[config.mk]
export PLATFORM = sky130hd
export DESIGN_NAME = cms_dist_pipe
export DESIGN_NICKNAME = d
export VERILOG_FILES = /design/src/rtl/cms_pkg.sv /design/src/rtl/cms_dist_pipe.sv
export SDC_FILE = /design/constraint.sdc
export NUM_CORES = 1
export LEC_CHECK = 0
export ABC_CLOCK_PERIOD_IN_PS = 16700
export BUFFER_PORTS_ARGS = -buffer_cell sky130_fd_sc_hd__buf_2
export CORE_UTILIZATION = 50
export CTS_CLUSTER_SIZE = 25
export DETAILED_ROUTE_END_ITERATION = 10
export GPL_TIMING_DRIVEN = 0
export PLACE_DENSITY = 0.78
export SKIP_CTS_REPAIR_TIMING = 1
export SLEW_MARGIN = 20
export SYNTH_ARGS = -nofsm -noshare
export SYNTH_HDL_FRONTEND = slang
export SYNTH_SLANG_ARGS = --single-unit
[constraint.sdc]
create_clock -name clk_i -period 16.7 [get_ports clk_i]
set_clock_uncertainty 0.1 [all_clocks]
set_input_delay 1.67 -clock clk_i [delete_from_list [all_inputs] [get_ports clk_i]]
set_output_delay 1.67 -clock clk_i [all_outputs]
set_load 0.02 [all_outputs]
[src/rtl/cms_pkg.sv]
// ----------------------------------------------------------------------------
// cms_pkg
// Shared types and constants of the cluster medoid selector: item and result
// layouts, action and status codes, controller states, pipeline tags.
// ----------------------------------------------------------------------------
package cms_pkg;

  localparam int unsigned ACTION_W      = 2;
  localparam int unsigned ID_FIELD_W    = 16;
  localparam int unsigned COORD_FIELD_W = 10;
  localparam int unsigned STATUS_W      = 2;
  localparam int unsigned SUM_OUT_W     = 32;

  typedef enum logic [ACTION_W-1:0] {
    ACT_CLEAR = 2'd0,
    ACT_ADD   = 2'd1,
    ACT_PICK  = 2'd2
  } action_e;

  typedef enum logic [STATUS_W-1:0] {
    STAT_OK      = 2'd0,
    STAT_IGNORED = 2'd1,
    STAT_FULL    = 2'd2,
    STAT_EMPTY   = 2'd3
  } status_e;

  typedef enum logic [1:0] {
    S_IDLE,
    S_RUN,
    S_DRAIN,
    S_FINISH
  } state_e;

  typedef struct packed {
    logic [ACTION_W-1:0]      action;
    logic [ID_FIELD_W-1:0]    point_id;
    logic [COORD_FIELD_W-1:0] coord_x;
    logic [COORD_FIELD_W-1:0] coord_y;
  } cms_in_t;

  typedef struct packed {
    logic [STATUS_W-1:0]   status;
    logic [ID_FIELD_W-1:0] core_id;
    logic                  core_valid;
    logic                  core_completed;
    logic [SUM_OUT_W-1:0]  min_distance_sum;
  } cms_out_t;

  // Flags that travel with one (row, column) pair down the distance pipeline.
  typedef struct packed {
    logic vld;
    logic row_first;
    logic col_first;
    logic col_last;
    logic all_last;
  } cms_tag_t;

endpackage

[src/rtl/cms_dist_pipe.sv]
// ----------------------------------------------------------------------------
// cms_dist_pipe
// Two-stage squared distance of one point pair: absolute differences, then
// squares summed. The pair tag follows the data.
// ----------------------------------------------------------------------------
module cms_dist_pipe #(
  parameter int unsigned COORD_W = 10
) (
  input  logic              clk_i,
  input  logic              rst_ni,
  input  cms_pkg::cms_tag_t tag_i,
  input  logic [COORD_W-1:0] xa_i,
  input  logic [COORD_W-1:0] ya_i,
  input  logic [COORD_W-1:0] xb_i,
  input  logic [COORD_W-1:0] yb_i,
  output cms_pkg::cms_tag_t tag_o,
  output logic [2*COORD_W:0] sum_o
);
  import cms_pkg::*;

  cms_tag_t           tag_a_q, tag_b_q;
  logic [COORD_W-1:0] dx_d, dy_d, dx_q, dy_q;
  logic [2*COORD_W-1:0] sqx, sqy;
  logic [2*COORD_W:0] sum_d, sum_q;

  always_comb begin
    dx_d  = (xa_i >= xb_i) ? (xa_i - xb_i) : (xb_i - xa_i);
    dy_d  = (ya_i >= yb_i) ? (ya_i - yb_i) : (yb_i - ya_i);
    sqx   = {{COORD_W{1'b0}}, dx_q} * {{COORD_W{1'b0}}, dx_q};
    sqy   = {{COORD_W{1'b0}}, dy_q} * {{COORD_W{1'b0}}, dy_q};
    sum_d = {1'b0, sqx} + {1'b0, sqy};
  end

  always_ff @(posedge clk_i or negedge rst_ni) begin
    if (!rst_ni) begin
      tag_a_q <= '0;
      tag_b_q <= '0;
    end else begin
      tag_a_q <= tag_i;
      tag_b_q <= tag_a_q;
    end
  end

  always_ff @(posedge clk_i) begin
    dx_q  <= dx_d;
    dy_q  <= dy_d;
    sum_q <= sum_d;
  end

  assign tag_o = tag_b_q;
  assign sum_o = sum_q;

endmodule

* Word-level counts from Yosys, hierarchy flattened *
Cells that the tools add are included.
W data, S select, Z words.

storage, ports and cells
  output and inout port bits = 26
  register bits = 51

operators by class
  mux-type cells = 2
  add/sub/neg operators = 5
  order comparisons = 2
  multiply operators = 2

operators with widths
  kind              count
  $mul A10 B10 Y20  2
  $sub A10 B10 Y10  4
  $add A20 B20 Y21  1
  $ge A10 B10 Y1    2
  $mux W10          2

* Logic depth before layout (Yosys ltp) *
Gate-level depths: netlist of the first run.

  depth after elaboration = 2
  gate-level depth with buffers = 23

* Worst setup path before layout of the first run *
OpenSTA, ideal clock, no wires.

  path kind = flip-flop to flip-flop
  start = register dx_q[2]
  end = register sum_q[20], in the netlist sum_o[20]
  slack = 10.810 ns
  clock period less this slack = 5.890 ns
  buffers on the path = 1
  data arrival time = 5.697 ns
  library setup time = 0.093 ns
  stages on the path, launching flop included = 21
  path through = dfxtp_1 -> clkbuf_1 -> and2_1 -> fa_1 -> inv_1 -> fa_1 -> inv_1 -> fa_1 -> fa_1 -> fa_1 -> fa_1 -> inv_1 -> fa_1 -> inv_1 -> ha_1 -> nand4_1 -> or2_0 -> or3_1 -> o211ai_2 -> a21oi_1 -> o311ai_2

on the way
  longest elaborated chain between the ends = 2

RTL lines
  element                 line                 text
  from (decl)             cms_dist_pipe.sv:22  logic [COORD_W-1:0] dx_d, dy_d, dx_q, dy_q;
  from (signal assigned)  cms_dist_pipe.sv:45  dx_q <= dx_d;
  $mul A10 B10 Y20        cms_dist_pipe.sv:29  sqx = {{COORD_W{1'b0}}, dx_q} * {{COORD_W{1'b0}}, dx_q};
  $add A20 B20 Y21        cms_dist_pipe.sv:31  sum_d = {1'b0, sqx} + {1'b0, sqy};
  named net sum_d[20]     cms_dist_pipe.sv:24  logic [2*COORD_W:0] sum_d, sum_q;
  to (signal assigned)    cms_dist_pipe.sv:47  sum_q <= sum_d;
  to (decl)               cms_dist_pipe.sv:24

The timed path passes the listed nets, and every way through them passes these cells.

* Worst setup path in the final report of the first run *
  start = register dy_q[3]
  end = register sum_q[20], in the netlist sum_o[20]

on the way
  longest elaborated chain between the ends = 2

RTL lines
  element                 line                 text
  from (decl)             cms_dist_pipe.sv:22
  from (signal assigned)  cms_dist_pipe.sv:46  dy_q <= dy_d;
  $mul A10 B10 Y20        cms_dist_pipe.sv:30  sqy = {{COORD_W{1'b0}}, dy_q} * {{COORD_W{1'b0}}, dy_q};
  $add A20 B20 Y21        cms_dist_pipe.sv:31
  named net sum_d[20]     cms_dist_pipe.sv:24

The timed path passes the listed nets, and every way through them passes these cells.

==> metrics, run 1 <==
Tcrit/Tclk final 0.390; max_slew headroom 0.637; Placer Congestion ~0.86; Yosys reg bits 51; Syn Inst Count between 900 and 1000; number of global-route vias before repair 6562; count of final hold-check violations 0; Synth Area in XOR/XNOR 0.0416; pins over their slew limit 0; Compound-Gate Fraction of Synth Area 0.106; DR DRC count 0; root buffer cell clkbuf_16; grt ovf 0; first-pass GRT wire length ~29000 µm; H-tree depth 2; crit end category register; initial antenna violation count 0; full die area 17800 µm²; largest net degree at the start of global routing 19; HP Class register to register; via-per-instance ratio slightly above 5; Post-synth top cells inv_1, fa_1, ha_1; Seq/Total Area, Yosys 0.124; startpoint types register; nets 1316; Skew-Pair Late Insertion Delay 0.31 ns; area fraction of the dominant cell type after synthesis 0.311; Synth Area in Adders 0.492; DR vias ~6300; asr flop ratio synth 0.196; final setup vio count 0; crit path from dy_q[3]; Synth Net Count 1237; MaxCap Viol Count 0; arrival time worst endpoint 6.62 ns; GRT Total Usage 0.200; crit path kind register to register; share of layout cells above drive strength 1 0.0969; number of diodes 0; Setup crit end sum_o[20]; multiplexer area fraction after synthesis 0.0209; FF-to-FF path depth 20; Std-Cell Rows 47; Fill cells 1509; initial core utilization 0.517; fmax 0.154 GHz; library cells used by synthesis 58; end of the worst register-to-register path sum_o[20]; yosys warns 0; drt initial violations 281; minimum clock period between 6 and 7 ns; largest family of logic cells by synthesized area adder cells; CTS sink cnt 51; Clk pin slew, worst setup/hold paths 0.08 ns; post-route ant nets 0; Yosys top cell by area fa_1; Simple-Gate Fraction of Synth Area 0.105; CTS tree yes; R2R Setup Slk between 10 and 15 ns; Top FF cell, synth dfxtp_1; top-count cell post-synth inv_1; Synth Area per Inst 9.28 µm²; largest cells by area after synthesis fa_1, ha_1, inv_1; Worst-Margin Slew 0.544 ns; Top Ports 73; DRT Wirelength around 16000 µm; die span in y 133 µm; critical register-to-register path startpoint dy_q[3]; Post-DP HPWL 14100 µm; IO buf count 72; WP data required between 15 and 20 ns; worst hold path startpoint tag_a_q[3]; setup TNS 0 ns; CTS max path bufs 2; drt pass-1 iters 4; status finished clean; Worst Path Max Fanout 10; Post-synth EDFFs 0; Synth-to-Final Area Change 9.13%; Routed wire per std cell 13.2 µm; CTS Buf Count 5; Core ar. around 17000 µm²; RSZ-0062 raised after global routing no; Mapped Area 8640 µm²; Die W 133 µm
layout by cell type, fill, tap and decap left out, types with 3 or more instances in the layout:
| cell | Yosys | final |
|---|---|---|
| o21a_1 | 8 | 8 |
| dfrtp_1 | 10 | 10 |
| o21ai_0 | 23 | 23 |
| o211ai_1 | 4 | 4 |
| a211o_1 | 3 | 3 |
| and2_1 | 46 | 46 |
| nand2b_1 | 10 | 10 |
| xnor2_1 | 24 | 24 |
| inv_1 | 222 | 222 |
| mux2i_1 | 18 | 18 |
| fa_1 | 134 | 134 |
| a21oi_1 | 39 | 39 |
| nand2_1 | 61 | 61 |
| nand3_1 | 6 | 6 |
| nor2_1 | 22 | 22 |
| a31oi_1 | 4 | 4 |
| a21o_1 | 22 | 22 |
| xor2_1 | 17 | 17 |
| dfxtp_1 | 41 | 41 |
| o22ai_1 | 3 | 3 |
| nor2b_1 | 8 | 8 |
| o21ai_1 | 5 | 5 |
| and3_1 | 7 | 7 |
| buf_2 | 0 | 72 |
| ha_1 | 125 | 125 |
| clkbuf_1 | 22 | 22 |
| nand4_1 | 5 | 5 |
| or2_2 | 3 | 3 |
| clkbuf_16 | 0 | 5 |
per-layer routing:
layer | part of all wire | global-route usage
met1 | 0.42 | 0.251
met2 | 0.52 | 0.358
met3 | 0.039 | 0.0323
met4 | 0.018 | 0.0455
met5 | 0 | 0
kinds of logic after synthesis:
kind of cell / after synthesis
compound gates: 136
xor+xnor: 41
fa+ha+maj: 259
buf+inv: 248
flops: 51
mux: 18
simple gates: 178
worst max-delay path, cell delays in order, from the launching register on:
cell and delay (ns):
dfxtp_1 0.36, clkbuf_1 0.40, nand2_1 0.21, fa_1 0.63, inv_1 0.06, ha_1 0.28, a21o_1 0.18, fa_1 0.46
fa_1 0.56, fa_1 0.43, fa_1 0.50, inv_1 0.05, fa_1 0.51, inv_1 0.04, ha_1 0.35, nand4_1 0.15
or2_0 0.27, or3_1 0.37, o211ai_2 0.12, a21oi_1 0.12, o311ai_2 0.25
registers in the layout, indices dropped and copies added, names as in the netlist:
signal   count
tag_o        5
dy_q        10
tag_a_q      5
sum_o       21
dx_q        10
cell type report:
| class | count | area [µm²] | area share |
|---|---|---|---|
| plain buffers | 26 | 120 | 0.0127 |
| clock buffers | 5 | 125 | 0.0133 |
| clock inverters | 3 | 27.5 | 0.00292 |
| inverters | 222 | 833 | 0.0884 |
| multi-input cells | 632 | 6610 | 0.702 |
| flip-flops and latches | 51 | 1070 | 0.114 |
| well taps | 220 | 275 | 0.0292 |
| repair buffers | 72 | 360 | 0.0382 |
through the flow:
| step | instances | utilization | instance area, µm² | worst slack [ns] | hold WS (ns) |
|---|---|---|---|---|---|
| floorplan | 931 | - | 8640 | 10.81 | 0.231 |
| global placement | 1223 | 0.555 | 9270 | 10.26 | 0.233 |
| detailed placement | 1223 | 0.555 | 9270 | 10.22 | 0.236 |
| CTS | 1231 | 0.564 | 9430 | 10.17 | 0.253 |
| global route | 1231 | 0.564 | 9430 | 9.79 | 0.254 |
| finish | 1231 | 0.564 | 9430 | 10.19 | 0.248 |
worst min path at each step:
stage,end,cells past startpoint
detailed placement,tag_o[0],0
CTS,tag_o[0],0
finish,tag_o[3],0
global placement,tag_o[2],0
floorplan,tag_o[0],0
global route,tag_o[0],0
Power of run 1 is left out: the tool's default activity adds up to more than one toggle a clock period on the data nets, which glitch-free logic cannot reach.
==> inputs of run 2 (changes only) <==
--- a/config.mk
+++ b/config.mk
@@ -5,13 +5,14 @@
 export SDC_FILE = /design/constraint.sdc
 export NUM_CORES = 1
 export LEC_CHECK = 0
-export ABC_CLOCK_PERIOD_IN_PS = 16700
+export ABC_AREA = 1
+export ABC_CLOCK_PERIOD_IN_PS = 6060
 export BUFFER_PORTS_ARGS = -buffer_cell sky130_fd_sc_hd__buf_2
 export CORE_UTILIZATION = 50
 export CTS_CLUSTER_SIZE = 25
 export DETAILED_ROUTE_END_ITERATION = 10
 export GPL_TIMING_DRIVEN = 0
-export PLACE_DENSITY = 0.78
+export PLACE_DENSITY = 0.77
 export SKIP_CTS_REPAIR_TIMING = 1
 export SLEW_MARGIN = 20
 export SYNTH_ARGS = -nofsm -noshare
==> constraint.sdc (replaced) <==
create_clock -name clk_i -period 6.06 [get_ports clk_i]
set_clock_uncertainty 0.1 [all_clocks]
set_input_delay 0.606 -clock clk_i [delete_from_list [all_inputs] [get_ports clk_i]]
set_output_delay 0.606 -clock clk_i [all_outputs]
set_load 0.02 [all_outputs]
==> metrics, run 2 <==
status finished, violations left (was finished clean); failing checks design-rule violations; GRT Total Usage 0.205 (was 0.200); RSZ-0062 raised after global routing no (unchanged); area fraction of the dominant cell type after synthesis 0.289 (was 0.311); Routed wire per std cell 11.9 µm (was 13.2 µm); commonest non-fill, non-tap cells in the layout nand2_1, inv_1, fa_1 (was inv_1, fa_1, ha_1); startpoint types register (unchanged); DR vias 7518 (was 6311); CTS sink cnt 51 (unchanged); share of layout cells above drive strength 1 0.0969 (about the same); crit end category register (unchanged); Seq/Total Area, Yosys 0.116 (was 0.124); Die W 138 µm (was 133 µm); MaxCap Viol Count 0 (unchanged); Worst Path Max Fanout 10 (unchanged); HP Class input pin to asynchronous set/reset pin (was register to register); Yosys reg bits 51 (unchanged); Synth-to-Final Area Change 8.81% (was 9.13%); Synth Net Count 1554 (was 1237); number of diodes 0 (unchanged); grt ovf 0 (unchanged); CTS max path bufs 2 (unchanged); max reg flops 21 (unchanged); DR DRC count 2 (was 0); nets 1626 (was 1316); Top FF cell, synth dfxtp_1 (unchanged); drt pass-1 iters 8 (was 4); Post-synth EDFFs 0 (unchanged); post-route ant nets 0 (unchanged); yosys warns 0 (unchanged); Mapped Area 9270 µm² (was 8640 µm²); full die area 19100 µm² (was 17800 µm²); Top Ports 73 (unchanged); Post-synth top cells nand2_1, inv_1, fa_1 (was inv_1, fa_1, ha_1); DRT Wirelength 18500 µm (was 16300 µm); number of global-route vias before repair 7511 (was 6562); via-per-instance ratio 4.85 (was 5.13); largest cells by area after synthesis fa_1, ha_1, nand2_1 (was fa_1, ha_1, inv_1); IO buf count 72 (unchanged); asr flop ratio synth 0.196 (unchanged); initial antenna violation count 0 (unchanged); CTS Buf Count 5 (unchanged); initial core utilization 0.512 (was 0.517); Worst-Margin Slew 0.593 ns (was 0.544 ns); FF-to-FF path depth 22 (was 20); Post-DP HPWL 16200 µm (was 14100 µm); Core ar. 18100 µm² (was 16700 µm²); Skew-Pair Late Insertion Delay 0.30 ns (was 0.31 ns); root buffer cell clkbuf_16 (unchanged); die span in y 138 µm (was 133 µm); count of final hold-check violations 0 (unchanged); library cells used by synthesis 32 (was 58); top-count cell post-synth nand2_1 (was inv_1); max_slew headroom 0.601 (was 0.637); Synth Area per Inst 7.43 µm² (was 9.28 µm²); first-pass GRT wire length 32200 µm (was 28800 µm); setup TNS 0 ns (unchanged); final setup vio count 0 (unchanged); crit path kind register to register (unchanged); Yosys top cell by area fa_1 (unchanged); fmax 0.174 GHz (was 0.154 GHz); WP data required 6.16 ns (was 16.80 ns); commonest non-fill, non-tap cell in the layout nand2_1 (was inv_1); minimum clock period 5.74 ns (was 6.51 ns); Syn Inst Count 1248 (was 931); Placer Congestion 0.868 (was 0.864); Tcrit/Tclk final 0.948 (was 0.390); drt initial violations 475 (was 281); largest net degree at the start of global routing 17 (was 19); arrival time worst endpoint 5.85 ns (was 6.62 ns); pins over their slew limit 0 (unchanged); Std-Cell Rows 49 (was 47); Clk pin slew, worst setup/hold paths 0.07 ns (was 0.08 ns); CTS tree yes (unchanged); H-tree depth 2 (unchanged)
-- run 2: layout make-up --
class	count	area (µm²)
Sequential cell	51	1080
Clock buffer	6	129
Multi-Input combinational cell	823	6790
Clock inverter	2	17.5
Inverter	345	1290
Timing Repair Buffer	72	360
Fill cell	1682	8000
Buffer	22	136
Tap cell	229	287
-- run 2: final timing paths --
kind,start,to,slack [ns]
max,dx_q[2],sum_o[18],0.32
min,rst_ni,tag_a_q[1],0.04
max reg2reg,dx_q[2],sum_o[18],0.32
min reg2reg,tag_a_q[4],tag_o[4],0.25
max in group asynchronous,rst_ni,tag_o[2],5.64
min in group clk_i,tag_a_q[4],tag_o[4],0.25
-- run 2: stage by stage --
| step | worst slack (ns) | instance area, µm² | cells | util | hold slack, ns |
|---|---|---|---|---|---|
| global placement | 0.0490 | 9920 | 1549 | 0.548 | 0.233 |
| global route | 0.0175 | 10100 | 1550 | 0.558 | 0.0459 |
| floorplan | 0.574 | 9270 | 1248 | - | 0.210 |
| finish | 0.316 | 10100 | 1550 | 0.558 | 0.0415 |
| detailed placement | -0.0366 | 9920 | 1549 | 0.548 | 0.235 |
| CTS | -0.0638 | 10100 | 1557 | 0.556 | 0.0345 |
-- run 2: cell families (layout without fill, tap and decap cells) --
family,after synthesis,count (layout),synth area share
fa+ha+maj,259,259,0.458
xor+xnor,33,33,0.0312
simple gates,472,472,0.205
compound gates,59,59,0.0356
buf+inv,374,447,0.155
flops,51,51,0.116
-- run 2: critical path, stage by stage (launching register included) --
cell      delay (ns)
dfxtp_2         0.39
clkbuf_4        0.23
nand2_1         0.10
fa_1            0.49
inv_1           0.06
fa_1            0.52
inv_1           0.06
fa_1            0.51
inv_1           0.06
fa_1            0.48
fa_1            0.45
fa_1            0.52
inv_1           0.06
fa_1            0.52
inv_1           0.05
ha_2            0.37
nand2_1         0.09
inv_1           0.07
nand2_1         0.06
o21ai_2         0.21
nand3_1         0.13
nand3_1         0.09
nand2_1         0.05
-- run 2: routing by layer --
layer,routed length [µm],vias to the layer above,GRT usage,part of all wire
met5,0,-,0,0
met4,303,0,0.0514,0.016
met3,817,22,0.0229,0.044
met2,9670,152,0.379,0.52
met1,7690,3561,0.255,0.42
li1,-,3783,-,-
Power of run 2 is left out for the same reason.
==> inputs of run 3 (changes only) <==
--- a/config.mk
+++ b/config.mk
@@ -8,6 +8,7 @@
 export ABC_AREA = 1
 export ABC_CLOCK_PERIOD_IN_PS = 6060
 export BUFFER_PORTS_ARGS = -buffer_cell sky130_fd_sc_hd__buf_2
+export CORE_MARGIN = 3
 export CORE_UTILIZATION = 50
 export CTS_CLUSTER_SIZE = 25
 export DETAILED_ROUTE_END_ITERATION = 10
==> metrics, run 3 (same netlist as run 2, synthesis figures left out) <==
nets 1626 (unchanged); post-route ant nets 0 (unchanged); via-per-instance ratio 4.85 (about the same); Routed wire per std cell 12.0 µm (was 11.9 µm); drt initial violations 392 (was 475); MaxCap Viol Count 0 (unchanged); initial core utilization 0.512 (unchanged); Die W 142 µm (was 138 µm); Fill cells 1712 (was 1682); WP data required 6.16 ns (about the same); DR DRC count 0 (was 2); GRT met3 Usage 0.0225 (was 0.0229); crit end category register (unchanged); initial antenna violation count 0 (unchanged); status finished clean (was finished, violations left); max reg flops 21 (unchanged); commonest non-fill, non-tap cell in the layout nand2_1 (unchanged); FF-to-FF path depth 21 (was 22); DR vias 7520 (was 7518); Top Ports 73 (unchanged); number of global-route vias before repair 7574 (was 7511); Most Crowded Layer GR met2 (unchanged); Skew-Pair Late Insertion Delay 0.30 ns (about the same); largest net degree at the start of global routing 17 (unchanged); grt met2 use 0.346 (was 0.379); DRT Wirelength 18600 µm (was 18500 µm); Placer Congestion 0.879 (was 0.868); GRT Total Usage 0.196 (was 0.205); DP Area 9920 µm² (unchanged); fmax 0.174 GHz (about the same); final setup vio count 0 (unchanged); grt ovf 0 (unchanged); startpoint types register (unchanged); Post-DP HPWL 16500 µm (was 16200 µm); Worst-Margin Slew 0.633 ns (was 0.593 ns); post-route cell area 10100 µm² (about the same); CTS max path bufs 2 (unchanged); CTS Buf Count 5 (unchanged); IO buf count 72 (unchanged); root buffer cell clkbuf_16 (unchanged); commonest non-fill, non-tap cells in the layout nand2_1, inv_1, fa_1 (unchanged); met1 Usage GRT 0.258 (was 0.255); HP Class input pin to asynchronous set/reset pin (unchanged); max_slew headroom 0.574 (was 0.601); CTS tree yes (unchanged); Clk pin slew, worst setup/hold paths 0.07 ns (about the same); H-tree depth 2 (unchanged); Std-Cell Rows 49 (unchanged); pins over their slew limit 0 (unchanged); first-pass GRT wire length 32900 µm (was 32200 µm); CTS sink cnt 51 (unchanged); count of final hold-check violations 0 (unchanged); Worst Path Max Fanout 9 (was 10); Tcrit/Tclk final 0.951 (was 0.948); number of diodes 0 (unchanged); full die area 20200 µm² (was 19100 µm²); arrival time worst endpoint 5.87 ns (was 5.85 ns); die span in y 142 µm (was 138 µm); drt pass-1 iters 5 (was 8); crit path kind register to register (unchanged); Core ar. 18100 µm² (unchanged); minimum clock period 5.76 ns (was 5.74 ns); Synth-to-Final Area Change 8.71% (was 8.81%); share of layout cells above drive strength 1 0.0939 (was 0.0969)
[run 3: cell types whose count changed in the layout (fill, tap and decap cells not counted), sizes merged]
cell	previous run	this run
buf	81	83
clkbuf	19	17
[run 3: per-layer routing]
metal  share of wire  up-vias
li1                -     3781
met1            0.43     3557
met2            0.51      155
met3           0.040       27
met4           0.020        0
met5               0        -
[run 3: cell type report]
type | instances | area, µm² | area share
clock inverter | 2 | 17.5 | 0.00174
tap | 229 | 287 | 0.0284
sequential | 51 | 1080 | 0.107
inverter | 345 | 1290 | 0.129
buffer | 22 | 139 | 0.0138
clock buffer | 6 | 129 | 0.0128
multi-input combinational | 823 | 6770 | 0.672
timing repair buffer | 72 | 360 | 0.0358
[run 3: final timing paths]
path	from	end	slack (ns)
hold reg to reg	tag_a_q[4]	tag_o[4]	0.25
setup / recovery	dx_q[1]	sum_o[19]	0.30
max in group asynchronous	rst_ni	tag_o[2]	5.63
min in group clk_i	tag_a_q[4]	tag_o[4]	0.25
hold / removal	rst_ni	tag_a_q[0]	0.04
setup reg to reg	dx_q[1]	sum_o[19]	0.30
[run 3: critical path, cell delays in order (launching register included)]
cell      delay [ns]
dfxtp_1         0.44
clkbuf_2        0.26
nand2_1         0.15
fa_1            0.51
fa_1            0.49
inv_1           0.05
fa_1            0.48
fa_1            0.57
fa_1            0.42
fa_1            0.49
inv_1           0.06
fa_1            0.50
inv_1           0.04
ha_1            0.32
nand2_1         0.15
inv_1           0.05
a21oi_1         0.18
nand3_2         0.14
nand2_1         0.10
nand2_1         0.05
nand2_1         0.05
nand2_1         0.04
[run 3: through the flow]
step	utilization	hold WS [ns]	instances	setup slack, ns	TNS (ns)
finish	0.557	0.0443	1550	0.298	0
global route	0.557	0.0439	1550	-0.0420	-0.0420
CTS	0.556	0.0411	1557	0.00515	0
detailed placement	0.548	0.237	1549	0.0130	0
global placement	0.548	0.232	1549	0.0693	0
floorplan	-	0.210	1248	0.574	0
Power of run 3 is left out for the same reason.
